## src/hdl/rart_pkg.sv

```systemverilog
// shared constants, types and helpers for the radian angle reduction pipeline
package rart_pkg;

  // field widths
  localparam int unsigned ANGLE_W = 32;
  localparam int unsigned PHASE_W = 16;
  localparam int unsigned SHIFT_W = 4;

  // configuration port
  localparam int unsigned ADDR_W = 3;
  localparam int unsigned DATA_W = 32;
  localparam logic [ADDR_W-1:0] REG_SCALE_SHIFT = 3'd0;

  // remainder datapath
  localparam int unsigned ANGLE_PRESHIFT = 17;
  localparam int unsigned REM_W = 35;
  localparam int unsigned BITS_PER_STAGE = 2;
  localparam int unsigned NUM_REM_STAGES = 25;
  localparam int unsigned DVD_W = BITS_PER_STAGE * NUM_REM_STAGES;
  localparam int unsigned DVD_PAD = DVD_W - ANGLE_W - ANGLE_PRESHIFT;
  localparam logic [REM_W-1:0] TWO_PI_Q32 = 35'd26986075409;

  // multiplier datapath
  localparam int unsigned INV_W = 30;
  localparam logic [INV_W-1:0] INV_TWO_PI_Q32 = 30'd683565276;
  localparam int unsigned REM_SPLIT = 17;
  localparam int unsigned REM_HI_W = REM_W - REM_SPLIT;
  localparam int unsigned PL_W = REM_SPLIT + INV_W;
  localparam int unsigned PH_W = REM_HI_W + INV_W;
  localparam int unsigned PROD_W = 64;
  localparam int unsigned RESULT_SHIFT = 48;

  // payload carried between remainder stages
  typedef struct packed {
    logic [REM_W-1:0] rem;
    logic [DVD_W-1:0] dvd;
  } rem_stage_t;

  // two-pi modulus adapted to the input format
  function automatic logic [REM_W-1:0] modulus_f(input logic [SHIFT_W-1:0] sh);
    modulus_f = TWO_PI_Q32 >> sh;
  endfunction

endpackage

```

## src/hdl/rart_rem_stage.sv

```systemverilog
// one registered radix-4 step of the restoring remainder computation
module rart_rem_stage (
  input  logic                     clk_i,
  input  logic                     rst_ni,
  input  logic                     in_valid_i,
  output logic                     in_stall_o,
  input  rart_pkg::rem_stage_t     in_data_i,
  input  logic [rart_pkg::REM_W-1:0] modulus_i,
  output logic                     out_valid_o,
  input  logic                     out_stall_i,
  output rart_pkg::rem_stage_t     out_data_o
);
  import rart_pkg::*;

  logic             valid_q;
  rem_stage_t       data_q;
  rem_stage_t       data_d;
  logic [REM_W:0]   t1;
  logic [REM_W:0]   t2;
  logic [REM_W-1:0] r1;
  logic [REM_W-1:0] r2;
  logic [REM_W:0]   mod_ext;

  // stage holds only when full and the next stage holds
  assign in_stall_o = valid_q && out_stall_i;

  // two shift, compare and subtract steps
  always_comb begin
    mod_ext = {1'b0, modulus_i};
    t1 = {in_data_i.rem, in_data_i.dvd[DVD_W-1]};
    r1 = (t1 >= mod_ext) ? REM_W'(t1 - mod_ext) : t1[REM_W-1:0];
    t2 = {r1, in_data_i.dvd[DVD_W-2]};
    r2 = (t2 >= mod_ext) ? REM_W'(t2 - mod_ext) : t2[REM_W-1:0];
    data_d.rem = r2;
    data_d.dvd = {in_data_i.dvd[DVD_W-3:0], 2'b00};
  end

  // valid bit
  always_ff @(posedge clk_i or negedge rst_ni) begin
    if (!rst_ni) begin
      valid_q <= 1'b0;
    end else if (!in_stall_o) begin
      valid_q <= in_valid_i;
    end
  end

  // payload register
  always_ff @(posedge clk_i) begin
    if (!in_stall_o && in_valid_i) begin
      data_q <= data_d;
    end
  end

  assign out_valid_o = valid_q;
  assign out_data_o  = data_q;

endmodule

```

## config.mk

```make
export PLATFORM = sky130hd
export DESIGN_NAME = rart_rem_stage
export DESIGN_NICKNAME = d
export VERILOG_FILES = /design/src/hdl/rart_pkg.sv /design/src/hdl/rart_rem_stage.sv
export SDC_FILE = /design/constraint.sdc
export NUM_CORES = 1
export LEC_CHECK = 0
export ABC_AREA = 0
export BUFFER_PORTS_ARGS = -buffer_cell sky130_fd_sc_hd__buf_2
export CAP_MARGIN = 40
export CORE_ASPECT_RATIO = 1.2
export CORE_UTILIZATION = 40
export CTS_CLUSTER_DIAMETER = 200
export DETAILED_ROUTE_END_ITERATION = 8
export GPL_TIMING_DRIVEN = 0
export PLACE_DENSITY = 0.71
export SETUP_SLACK_MARGIN = 0.3
export SLEW_MARGIN = 10
export SYNTH_ARGS = -nofsm -noshare
export SYNTH_HDL_FRONTEND = slang
export SYNTH_SLANG_ARGS = --single-unit
```

## constraint.sdc

```tcl
create_clock -name clk_i -period 7 [get_ports clk_i]
set_clock_uncertainty 0.15 [all_clocks]
set_input_delay 1.4 -clock clk_i [delete_from_list [all_inputs] [get_ports clk_i]]
set_output_delay 1.4 -clock clk_i [all_outputs]
set_load 0.02 [all_outputs]
```

==> key figures <==
Status
  – Status: finished clean

Floorplan
  – Die ar.: approximately 19000 um^2
  – Width of the die: 127 um
  – Core Box Area: around 18000 um^2
  – Die height: 152 um
  – Initial Utilization: 41.1%
  – I/O pin cnt: ~210
  – FP Rows: 54

Drt
  – DRC violations left: 0
  – Vias/cell: 5.43
  – Post-Route WL: between 20 and 25 mm
  – Via count: 6881
  – DR WL/cell: ~17 um
  – Met3 wire len: 1.34 mm
  – DR pass1 iterations: 5
  – Highest routed layer: met5
  – Met2 routed WL: 10.7 mm
  – Wl on met1: between 8 and 9 mm
  – 1st-iter DRT viols: between 400 and 500
  – ANT nets after route: 0

CTS
  – CTS tree: built
  – Reg clk slew, reported paths: 0.08 ns
  – Worst-Skew Late Latency: ~0.34 ns
  – CTS H-tree lvls: 3
  – Clk buf depth: 2
  – Root Buffer: clkbuf_16
  – Hold Buf Count CTS: 0
  – Clock sink total: 84
  – TritonCTS Buffers: 9

Power and ir drop
  – PwrDens: 264 nW/um^2
  – VDD IR max: 0.115 mV
  – Leakage dissipation: between 4 and 5 nW

Global route
  – Largest net degree at the start of global routing: 34
  – First-pass GRT wire length: about 32 mm
  – Antenna violations before repair: 1
  – All-Layer GR Usage: 21.0%
  – Vias in the first global route: 6515
  – Total gr overflow: 0

STA
  – Final Hold Viols: 0
  – Final Max Tran Viols: 0
  – Slew margin rel.: 51.5%
  – F_max: ~150 MHz
  – Unrepaired setup endpoints after global routing: yes
  – Tightest Pin Transition: 0.725 ns
  – Final min period: between 6 and 7 ns
  – Final WS setup: 0.375 ns
  – Setup violators final: 0
  – Fin crit share: 94.6%

Yosys
  – Synth area leader: edfxtp_1
  – Dominant synthesized flop cell: edfxtp_1
  – Ys async rst share: 1.19%
  – Number of synthesized flops with an enable pin: 83
  – Syn Inst Count: ~760
  – Sequential area share after synthesis: 33.5%
  – Area contributors post-synth: edfxtp_1 (33%), ha_1 (12%), mux2_4 (5.8%), a21oi_1 (4.7%), xnor2_1 (4.0%)
  – Syn Std Cell Area: 7520 um^2
  – FF+latch count, synth: 84
  – Avg Cell Area, Syn: just under 10 um^2
  – Top-area cell type share of the netlist area: 33.1%
  – Number of synthesis warnings: 0
  – Synth unique cells: 76

Hold path
  – Critical hold path startpoint: out_valid_o
  – Worst hold path class: flop to flop

Placement
  – Post-Place Cells: ~1200
  – DPL Wire Length: between 15 and 20 mm
  – IO Port Bufs: 208
  – Area after DPL: 8970 um^2
  – GPL Wtd Cong: 0.900
  – Placement Setup Slack: -0.637 ns

Critical path
  – Setup CP Type: input port to flop
  – Buf/Inv on CP: 9
  – Crit start category: input port
  – Critical path startpoint: in_data_i[49]
  – CP required: 6.96 ns
  – CP max-delay cell: or3_1
  – Worst setup EP type: flop
  – Max stage delay on crit path: 0.39 ns
  – Critical Path Fanout Max: 10
  – Crit-path leading delay family: compound AO/OA/AOI/OAI gates
  – Reg-to-Reg Start: out_valid_o
  – WP data arrival: approximately 6.6 ns

Layout
  – Share of layout cells above drive strength 1: 38.0%
  – P&R area growth vs syn: 30.3%
  – Antenna diode count: 0
  – Final instance area: just under 10000 um^2
  – Fin cells: 1267
  – Nets: 1206

Job
  – Max-cap check violation count: 0
[cell usage in the layout, fill, tap and decap left out, types with 25 or more instances in the layout]
cell type / instances
a21o_1: 26
nand2_1: 46
inv_1: 54
ha_1: 58
edfxtp_1: 83
nor2_1: 42
o21ai_0: 33
buf_2: 206
xnor2_1: 34
mux2_4: 30
mux2_2: 25
a21oi_1: 68
[repair_timing]
item / in CTS / in global routing
gates cloned: 0 / 3
gates resized for setup: 23 / 39
setup buffers: 7 / 16
pin swaps: 9 / 9
endpoints found under the setup margin: 35 / 35
[cell families after synthesis]
group	Yosys count	share of synthesized area (%)
flip-flops	84	33.5
adder cells (fa/ha/maj)	72	12.2
XOR/XNOR	50	5.82
AND/OR/NAND/NOR	201	13.7
other	1	0.0498
multiplexers	61	10.5
AO/OA/AOI/OAI	217	19.1
buffers and inverters	75	5.20
[cells in the mapped netlist (12+ instances only)]
library cell	n
nand3_1	22
nand4_1	18
xnor2_1	34
mux2_2	26
edfxtp_1	83
mux2_4	29
ha_1	70
inv_1	56
xor2_1	16
nand2_1	46
nor3_1	12
a21o_1	27
o21ai_0	36
a21oi_1	71
nor2_1	43
[power breakdown]
part / internal, mW / total [mW] / leakage (nW) / switching, mW
Clock: 0.257 / 0.479 / 0.144 / 0.222
Sequential: 0.661 / 0.674 / 0.801 / 0.0134
Combinational: 0.691 / 1.44 / 3.47 / 0.745
Total: 1.61 / 2.59 / 4.41 / 0.980
[final timing paths]
kind	endpoint	slack, ns	cells past startpoint
min	out_valid_o	0.56	2
min in group asynchronous	out_valid_o	0.66	1
max	out_data_o[82]	0.38	28
max reg2reg	out_data_o[30]	4.87	5
min reg2reg	out_valid_o	0.56	2
max in group asynchronous	out_valid_o	5.95	1
[sequential cells by signal (all words and copies together), names as in the netlist]
signal and count:
out_valid_o 1, out_data_o 83
[routing by layer]
| metal | vias up | global-route usage [%] |
|---|---|---|
| met5 | - | 0 |
| met4 | 2 | 9.18 |
| met3 | 58 | 3.02 |
| met2 | 287 | 38.1 |
| met1 | 3179 | 24.2 |
| li1 | 3355 | - |
[tightest hold or removal path: stages (launching register included)]
cell and delay [ns]:
dfrtp_1 0.35, and2_1 0.20, or2_2 0.13
[per-stage QoR]
step | TNS (ns) | total power [mW] | hold slack [ns] | utilization [%]
6_report | 0 | 2.59 | 0.556 | 53.6
5_1_grt | 0 | 2.72 | 0.574 | 53.6
4_1_cts | 0 | 2.50 | 0.562 | 51.5
3_5_place_dp | -19.27 | 1.99 | 0.542 | 49.0
3_3_place_gp | -66.26 | 1.96 | 0.452 | 48.5
2_1_floorplan | 0 | 1.68 | 0.749 | -
[final cells by class]
type / instances / area, um^2
inverter: 56 / 213
multi-input combinational: 603 / 4870
clock inverter: 6 / 52.6
timing repair buffer: 237 / 1390
fill: 1659 / 8500
buffer: 19 / 211
clock buffer: 10 / 239
tap: 252 / 315
sequential: 84 / 2520
Note: power is estimated with default switching activity, not from simulation.
