$ cat config.mk
export PLATFORM = sky130hd
export DESIGN_NAME = rart_mul
export DESIGN_NICKNAME = d
export VERILOG_FILES = /design/src/hdl/rart_pkg.sv /design/src/hdl/rart_mul.sv
export SDC_FILE = /design/constraint.sdc
export NUM_CORES = 1
export LEC_CHECK = 0
export CAP_MARGIN = 20
export CORE_UTILIZATION = 52
export DETAILED_ROUTE_END_ITERATION = 10
export DONT_BUFFER_PORTS = 1
export PLACE_DENSITY = 0.67
export SETUP_SLACK_MARGIN = 0.1
export SLEW_MARGIN = 15
export SYNTH_ARGS = -nofsm -noshare
export SYNTH_HDL_FRONTEND = slang
export SYNTH_SLANG_ARGS = --single-unit
export TNS_END_PERCENT = 10
$ cat constraint.sdc
create_clock -name clk_i -period 2.9 [get_ports clk_i]
set_input_delay 0 -clock clk_i [delete_from_list [all_inputs] [get_ports clk_i]]
set_output_delay 0 -clock clk_i [all_outputs]
set_load 0.05 [all_outputs]
$ cat src/hdl/rart_pkg.sv
// shared constants, types and helpers for the radian angle reduction pipeline
package rart_pkg;

  // field widths
  localparam int unsigned ANGLE_W = 32;
  localparam int unsigned PHASE_W = 16;
  localparam int unsigned SHIFT_W = 4;

  // configuration port
  localparam int unsigned ADDR_W = 3;
  localparam int unsigned DATA_W = 32;
  localparam logic [ADDR_W-1:0] REG_SCALE_SHIFT = 3'd0;

  // remainder datapath
  localparam int unsigned ANGLE_PRESHIFT = 17;
  localparam int unsigned REM_W = 35;
  localparam int unsigned BITS_PER_STAGE = 2;
  localparam int unsigned NUM_REM_STAGES = 25;
  localparam int unsigned DVD_W = BITS_PER_STAGE * NUM_REM_STAGES;
  localparam int unsigned DVD_PAD = DVD_W - ANGLE_W - ANGLE_PRESHIFT;
  localparam logic [REM_W-1:0] TWO_PI_Q32 = 35'd26986075409;

  // multiplier datapath
  localparam int unsigned INV_W = 30;
  localparam logic [INV_W-1:0] INV_TWO_PI_Q32 = 30'd683565276;
  localparam int unsigned REM_SPLIT = 17;
  localparam int unsigned REM_HI_W = REM_W - REM_SPLIT;
  localparam int unsigned PL_W = REM_SPLIT + INV_W;
  localparam int unsigned PH_W = REM_HI_W + INV_W;
  localparam int unsigned PROD_W = 64;
  localparam int unsigned RESULT_SHIFT = 48;

  // payload carried between remainder stages
  typedef struct packed {
    logic [REM_W-1:0] rem;
    logic [DVD_W-1:0] dvd;
  } rem_stage_t;

  // two-pi modulus adapted to the input format
  function automatic logic [REM_W-1:0] modulus_f(input logic [SHIFT_W-1:0] sh);
    modulus_f = TWO_PI_Q32 >> sh;
  endfunction

endpackage

$ cat src/hdl/rart_mul.sv
// three-stage multiply by the inverse two-pi constant and phase extraction
module rart_mul (
  input  logic                         clk_i,
  input  logic                         rst_ni,
  input  logic                         in_valid_i,
  output logic                         in_stall_o,
  input  logic [rart_pkg::REM_W-1:0]   rem_i,
  input  logic [rart_pkg::SHIFT_W-1:0] shift_i,
  output logic                         out_valid_o,
  input  logic                         out_stall_i,
  output logic [rart_pkg::PHASE_W-1:0] phase_o
);
  import rart_pkg::*;

  logic [2:0]          valid_q;
  logic [2:0]          rdy;
  logic [PL_W-1:0]     pl_q;
  logic [PH_W-1:0]     ph_q;
  logic [PROD_W-1:0]   sum_q;
  logic [PROD_W-1:0]   shifted;
  logic [PHASE_W-1:0]  phase_q;

  // per-stage ready, bubbles collapse
  assign rdy[2]     = !valid_q[2] || !out_stall_i;
  assign rdy[1]     = !valid_q[1] || rdy[2];
  assign rdy[0]     = !valid_q[0] || rdy[1];
  assign in_stall_o = !rdy[0];

  // valid bits
  always_ff @(posedge clk_i or negedge rst_ni) begin
    if (!rst_ni) begin
      valid_q <= 3'b000;
    end else begin
      if (rdy[0]) valid_q[0] <= in_valid_i;
      if (rdy[1]) valid_q[1] <= valid_q[0];
      if (rdy[2]) valid_q[2] <= valid_q[1];
    end
  end

  // partial products of the remainder halves
  always_ff @(posedge clk_i) begin
    if (rdy[0] && in_valid_i) begin
      pl_q <= PL_W'(rem_i[REM_SPLIT-1:0]) * PL_W'(INV_TWO_PI_Q32);
      ph_q <= PH_W'(rem_i[REM_W-1:REM_SPLIT]) * PH_W'(INV_TWO_PI_Q32);
    end
  end

  // recombine, wrapping at the product width
  always_ff @(posedge clk_i) begin
    if (rdy[1] && valid_q[0]) begin
      sum_q <= PROD_W'({ph_q, {REM_SPLIT{1'b0}}}) + PROD_W'(pl_q);
    end
  end

  // apply format shift and take the top bits
  assign shifted = sum_q << shift_i;

  always_ff @(posedge clk_i) begin
    if (rdy[2] && valid_q[1]) begin
      phase_q <= shifted[RESULT_SHIFT +: PHASE_W];
    end
  end

  assign out_valid_o = valid_q[2];
  assign phase_o     = phase_q;

endmodule

==> PnR_summary.wiki <==
{| class="wikitable"
! Metric !! Value
|-
| Run status || finished with violations
|-
| Failing checks || negative setup slack
|-
| Slew at the pin closest to its max-slew limit || 1.03 ns
|-
| Fraction of layout instances using a drive strength above 1 || 0.225
|-
| Top-level I/O count || 61
|-
| Number of cells produced by synthesis || 2063
|-
| Initial cell density of the core || 0.528
|-
| Setup repair after global routing missed its margin || true
|-
| Final Hold Viols || 0
|-
| Total CTS buffers || 17
|-
| Total number of vias || 15300
|-
| Maximum net fanout on the critical path || 7
|-
| Post-synth top cells || 550 x sky130_fd_sc_hd__inv_1, 402 x sky130_fd_sc_hd__ha_1, 315 x sky130_fd_sc_hd__fa_1
|-
| Fill cell total of the finished layout || 3236
|-
| Horizontal die dimension || 206 um
|-
| Predominant post-synthesis flop cell || sky130_fd_sc_hd__edfxtp_1
|-
| Total number of placement rows || 74
|-
| Die Footprint || 42300 um^2
|-
| Die H || 206 um
|-
| Final critical path time including I/O delays and setup || 5.02 ns
|-
| Number of max-slew violations in the final report || 0
|-
| Proportion of register bits with asynchronous set or reset after synthesis || 0.0244
|-
| Met1 routed wirelength after detailed routing || 23300 um
|-
| Number of flops mapped to enable cells by yosys || 120
|-
| Number of warnings printed during yosys synthesis || 0
|-
| Yosys top cell area share || 0.292
|-
| Post-route worst setup slack || -2.12 ns
|-
| Most instantiated library cell after synthesis || sky130_fd_sc_hd__inv_1
|-
| Worst-path cell with the longest stage delay || sky130_fd_sc_hd__fa_2
|-
| Top post-synthesis cells by area || sky130_fd_sc_hd__fa_1 29%, sky130_fd_sc_hd__ha_1 23%, sky130_fd_sc_hd__edfxtp_1 17%, sky130_fd_sc_hd__inv_1 9.6%, sky130_fd_sc_hd__xnor2_1 2.6%
|-
| Worst EP arrival || 5.19 ns
|-
| Worst relative slew slack || 0.313
|-
| Sum of routed wire length over all layers || 51800 um
|-
| Top sig layer || met4
|-
| Number of buffer and inverter instances along the worst setup path || 4
|-
| Clk Latency, worst-skew pair || 0.42 ns
|-
| Number of antenna repair diodes || 0
|-
| Root buffer cell || sky130_fd_sc_hd__clkbuf_16
|-
| Critical Path RT || 3.07 ns
|-
| Final core utilization || 0.646
|-
| Combined global-route utilization of all metal layers || 0.259
|-
| Critical-path cell list || fa_2 > inv_2 > fa_1 > inv_1 > fa_1 > inv_2 > fa_1 > inv_1 > fa_1 > fa_1 > ha_4 > a2111oi_4 > o21ai_1 > o22ai_2 > a21oi_4 > a31o_4 > and3_4 > a221o_1 > a21oi_2 > xnor2_1
|-
| Maximum root-to-sink buffer count || 2
|-
| Count of H-tree levels built during CTS || 4
|-
| Antenna violations before repair || 0
|-
| Max cap viols || 0
|-
| Crit path capture type || flop
|-
| Register cell area after layout || 3680 um^2
|-
| Met2 Wirelength || 25400 um
|-
| Number of global-route vias before repair || 16600
|-
| Clock-pin transition on the worst setup and hold timing paths || 0.06 ns
|-
| Achievable Freq || 199 MHz
|-
| Half-perimeter wire length after detailed placement || 45000 um
|-
| DR pass1 iterations || 7
|-
| Largest delay share family, worst path || adder cells
|-
| CTS Sinks || 123
|-
| Biggest cell delay along the critical path || 0.58 ns
|-
| Avg Synthesized Cell Area || 10.5 um^2
|-
| Setup Viol. Count Final || 64
|-
| Most common cell on crit path || sky130_fd_sc_hd__fa_1
|-
| Last weighted congestion value of the routability-driven placer || 0.969
|-
| Share of synthesized area occupied by flip-flops and latches || 0.171
|-
| Number of distinct standard cells referenced by the synthesized netlist || 70
|-
| Path class of the lowest-slack min-delay path || input pin to flop
|-
| First-pass GRT wire length || 84800 um
|-
| Placeable core area || 40800 um^2
|-
| Residual DRC || 0
|-
| Sum of overflow across all layers after global routing || 0
|-
| Violation count after the first detailed-route iteration || 752
|-
| Met3 wire len || 1740 um
|-
| Library cell occupying the most area in the post-synthesis netlist || sky130_fd_sc_hd__fa_1
|-
| Crit start category || input pin
|-
| Layout overhead on the synthesized area || 22.2%
|-
| Critical path class || input pin to flop
|-
| Area of the mapped netlist || 21600 um^2
|-
| Area of the multi-input gates || 16600 um^2
|-
| Routed length per instance || 17.4 um
|-
| # nets final || 3181
|-
| Number of routed nets with antenna violations || 0
|-
| Maximum number of pins on one net before global-route repair || 38
|-
| Worst clock skew on the final layout || 0.00755 ns
|-
| Post-synthesis net count || 2823
|-
| Clock tree from TritonCTS || built
|-
| Yosys reg bits || 123
|-
| Detail-routed via count per cell || 5.15
|-
| Port Buf Inserts || 0
|-
| Final Cycle Share || 1.73
|}
-- per-layer routing --
metal	up-vias	global-route usage
met2	266	0.447
met4	0	0.0767
met5	-	0
li1	7433	-
met3	71	0.0290
met1	7505	0.343
-- layout make-up --
class | instances | share of cell area
Clock buffer | 17 | 0.0161
Inverter | 551 | 0.0787
Clock inverter | 15 | 0.00622
Sequential cell | 123 | 0.140
Multi-Input combinational cell | 1369 | 0.629
Timing Repair Buffer | 359 | 0.105
Tap cell | 532 | 0.0252
-- layout by cell type (no fill, tap or decap), types with 6 or more instances in the layout --
cell	n
sky130_fd_sc_hd__a211oi_1	11
sky130_fd_sc_hd__a21o_1	38
sky130_fd_sc_hd__a21oi_1	74
sky130_fd_sc_hd__a21oi_2	15
sky130_fd_sc_hd__a21oi_4	8
sky130_fd_sc_hd__a31oi_1	7
sky130_fd_sc_hd__and2_1	7
sky130_fd_sc_hd__and3_1	7
sky130_fd_sc_hd__and3_4	6
sky130_fd_sc_hd__buf_4	338
sky130_fd_sc_hd__clkbuf_16	17
sky130_fd_sc_hd__dlygate4sd3_1	14
sky130_fd_sc_hd__edfxtp_1	120
sky130_fd_sc_hd__fa_1	302
sky130_fd_sc_hd__fa_2	13
sky130_fd_sc_hd__ha_1	379
sky130_fd_sc_hd__ha_4	18
sky130_fd_sc_hd__inv_1	533
sky130_fd_sc_hd__inv_2	15
sky130_fd_sc_hd__mux2_2	10
sky130_fd_sc_hd__mux2i_1	23
sky130_fd_sc_hd__mux4_2	12
sky130_fd_sc_hd__nand2_1	55
sky130_fd_sc_hd__nand2b_1	12
sky130_fd_sc_hd__nand3_1	16
sky130_fd_sc_hd__nand4_1	15
sky130_fd_sc_hd__nor2_1	61
sky130_fd_sc_hd__nor2_2	8
sky130_fd_sc_hd__nor2b_1	9
sky130_fd_sc_hd__nor3_1	9
sky130_fd_sc_hd__o21a_1	10
sky130_fd_sc_hd__o21ai_0	32
sky130_fd_sc_hd__o21ai_1	15
sky130_fd_sc_hd__o21ai_2	8
sky130_fd_sc_hd__o21bai_1	6
sky130_fd_sc_hd__xnor2_1	61
sky130_fd_sc_hd__xor2_1	29
-- worst reg2reg max path, delay by kind of cell, from the launching register on --
kind            cells  cell delay (ns)
xor+xnor            1             0.09
compound gates      3             0.70
simple gates        5             0.82
flops               1             0.39
fa+ha+maj           1             0.32
buf+inv             1             0.17
-- through the flow --
step	area [um^2]	hold slack, ns	instances	TNS (ns)	setup WS [ns]
2_1_floorplan	21800	-0.296	2063	-119.81	-2.31
3_3_place_gp	24900	-0.295	2909	-137.13	-2.59
3_5_place_dp	24900	-0.295	2909	-142.50	-2.73
4_1_cts	26000	0.00915	2962	-104.48	-2.08
5_1_grt	26400	0.0560	2966	-113.35	-2.26
6_report	26400	0.0340	2966	-103.50	-2.12
-- registers in the layout, summed over array words and instances, names as in the netlist --
| name | flops |
|---|---|
| ph_q | 45 |
| phase_o | 16 |
| pl_q | 28 |
| sum_q | 31 |
| valid_q | 3 |
-- repair_timing --
item | in CTS | in global routing
pin swaps | 23 | 28
hold buffers | 15 | 0
resized for setup | 57 | 83
hold endpoints to repair | 56 | 0
endpoints found under the setup margin | 76 | 85
setup buffers | 6 | 4
-- kinds of logic (layout without fill, tap and decap cells) --
family | count (synthesis) | after routing | share of synthesized area
adder cells (fa/ha/maj) | 717 | 717 | 0.526
buffers and inverters | 571 | 942 | 0.0994
AO/OA/AOI/OAI | 284 | 284 | 0.0865
AND/OR/NAND/NOR | 231 | 231 | 0.0523
flip-flops | 123 | 123 | 0.171
XOR/XNOR | 92 | 92 | 0.0374
multiplexers | 45 | 45 | 0.0284
-- worst paths after layout --
kind / startpoint / to / slack [ns] / depth (start not counted)
worst max-delay path: rem_i[16] / pl_q[46] / -2.12 / 20
worst min-delay path: shift_i[2] / phase_o[11] / 0.03 / 3
worst max register to register: pl_q[31] / sum_q[60] / 0.16 / 11
worst min register to register: valid_q[0] / valid_q[1] / 0.48 / 1
max in group asynchronous: rst_ni / valid_q[2] / 2.38 / 2
min in group asynchronous: rst_ni / valid_q[0] / 0.37 / 2
Power is not shown: default switching activity piles up to over one toggle a cycle in this logic, so the estimate is an artifact.
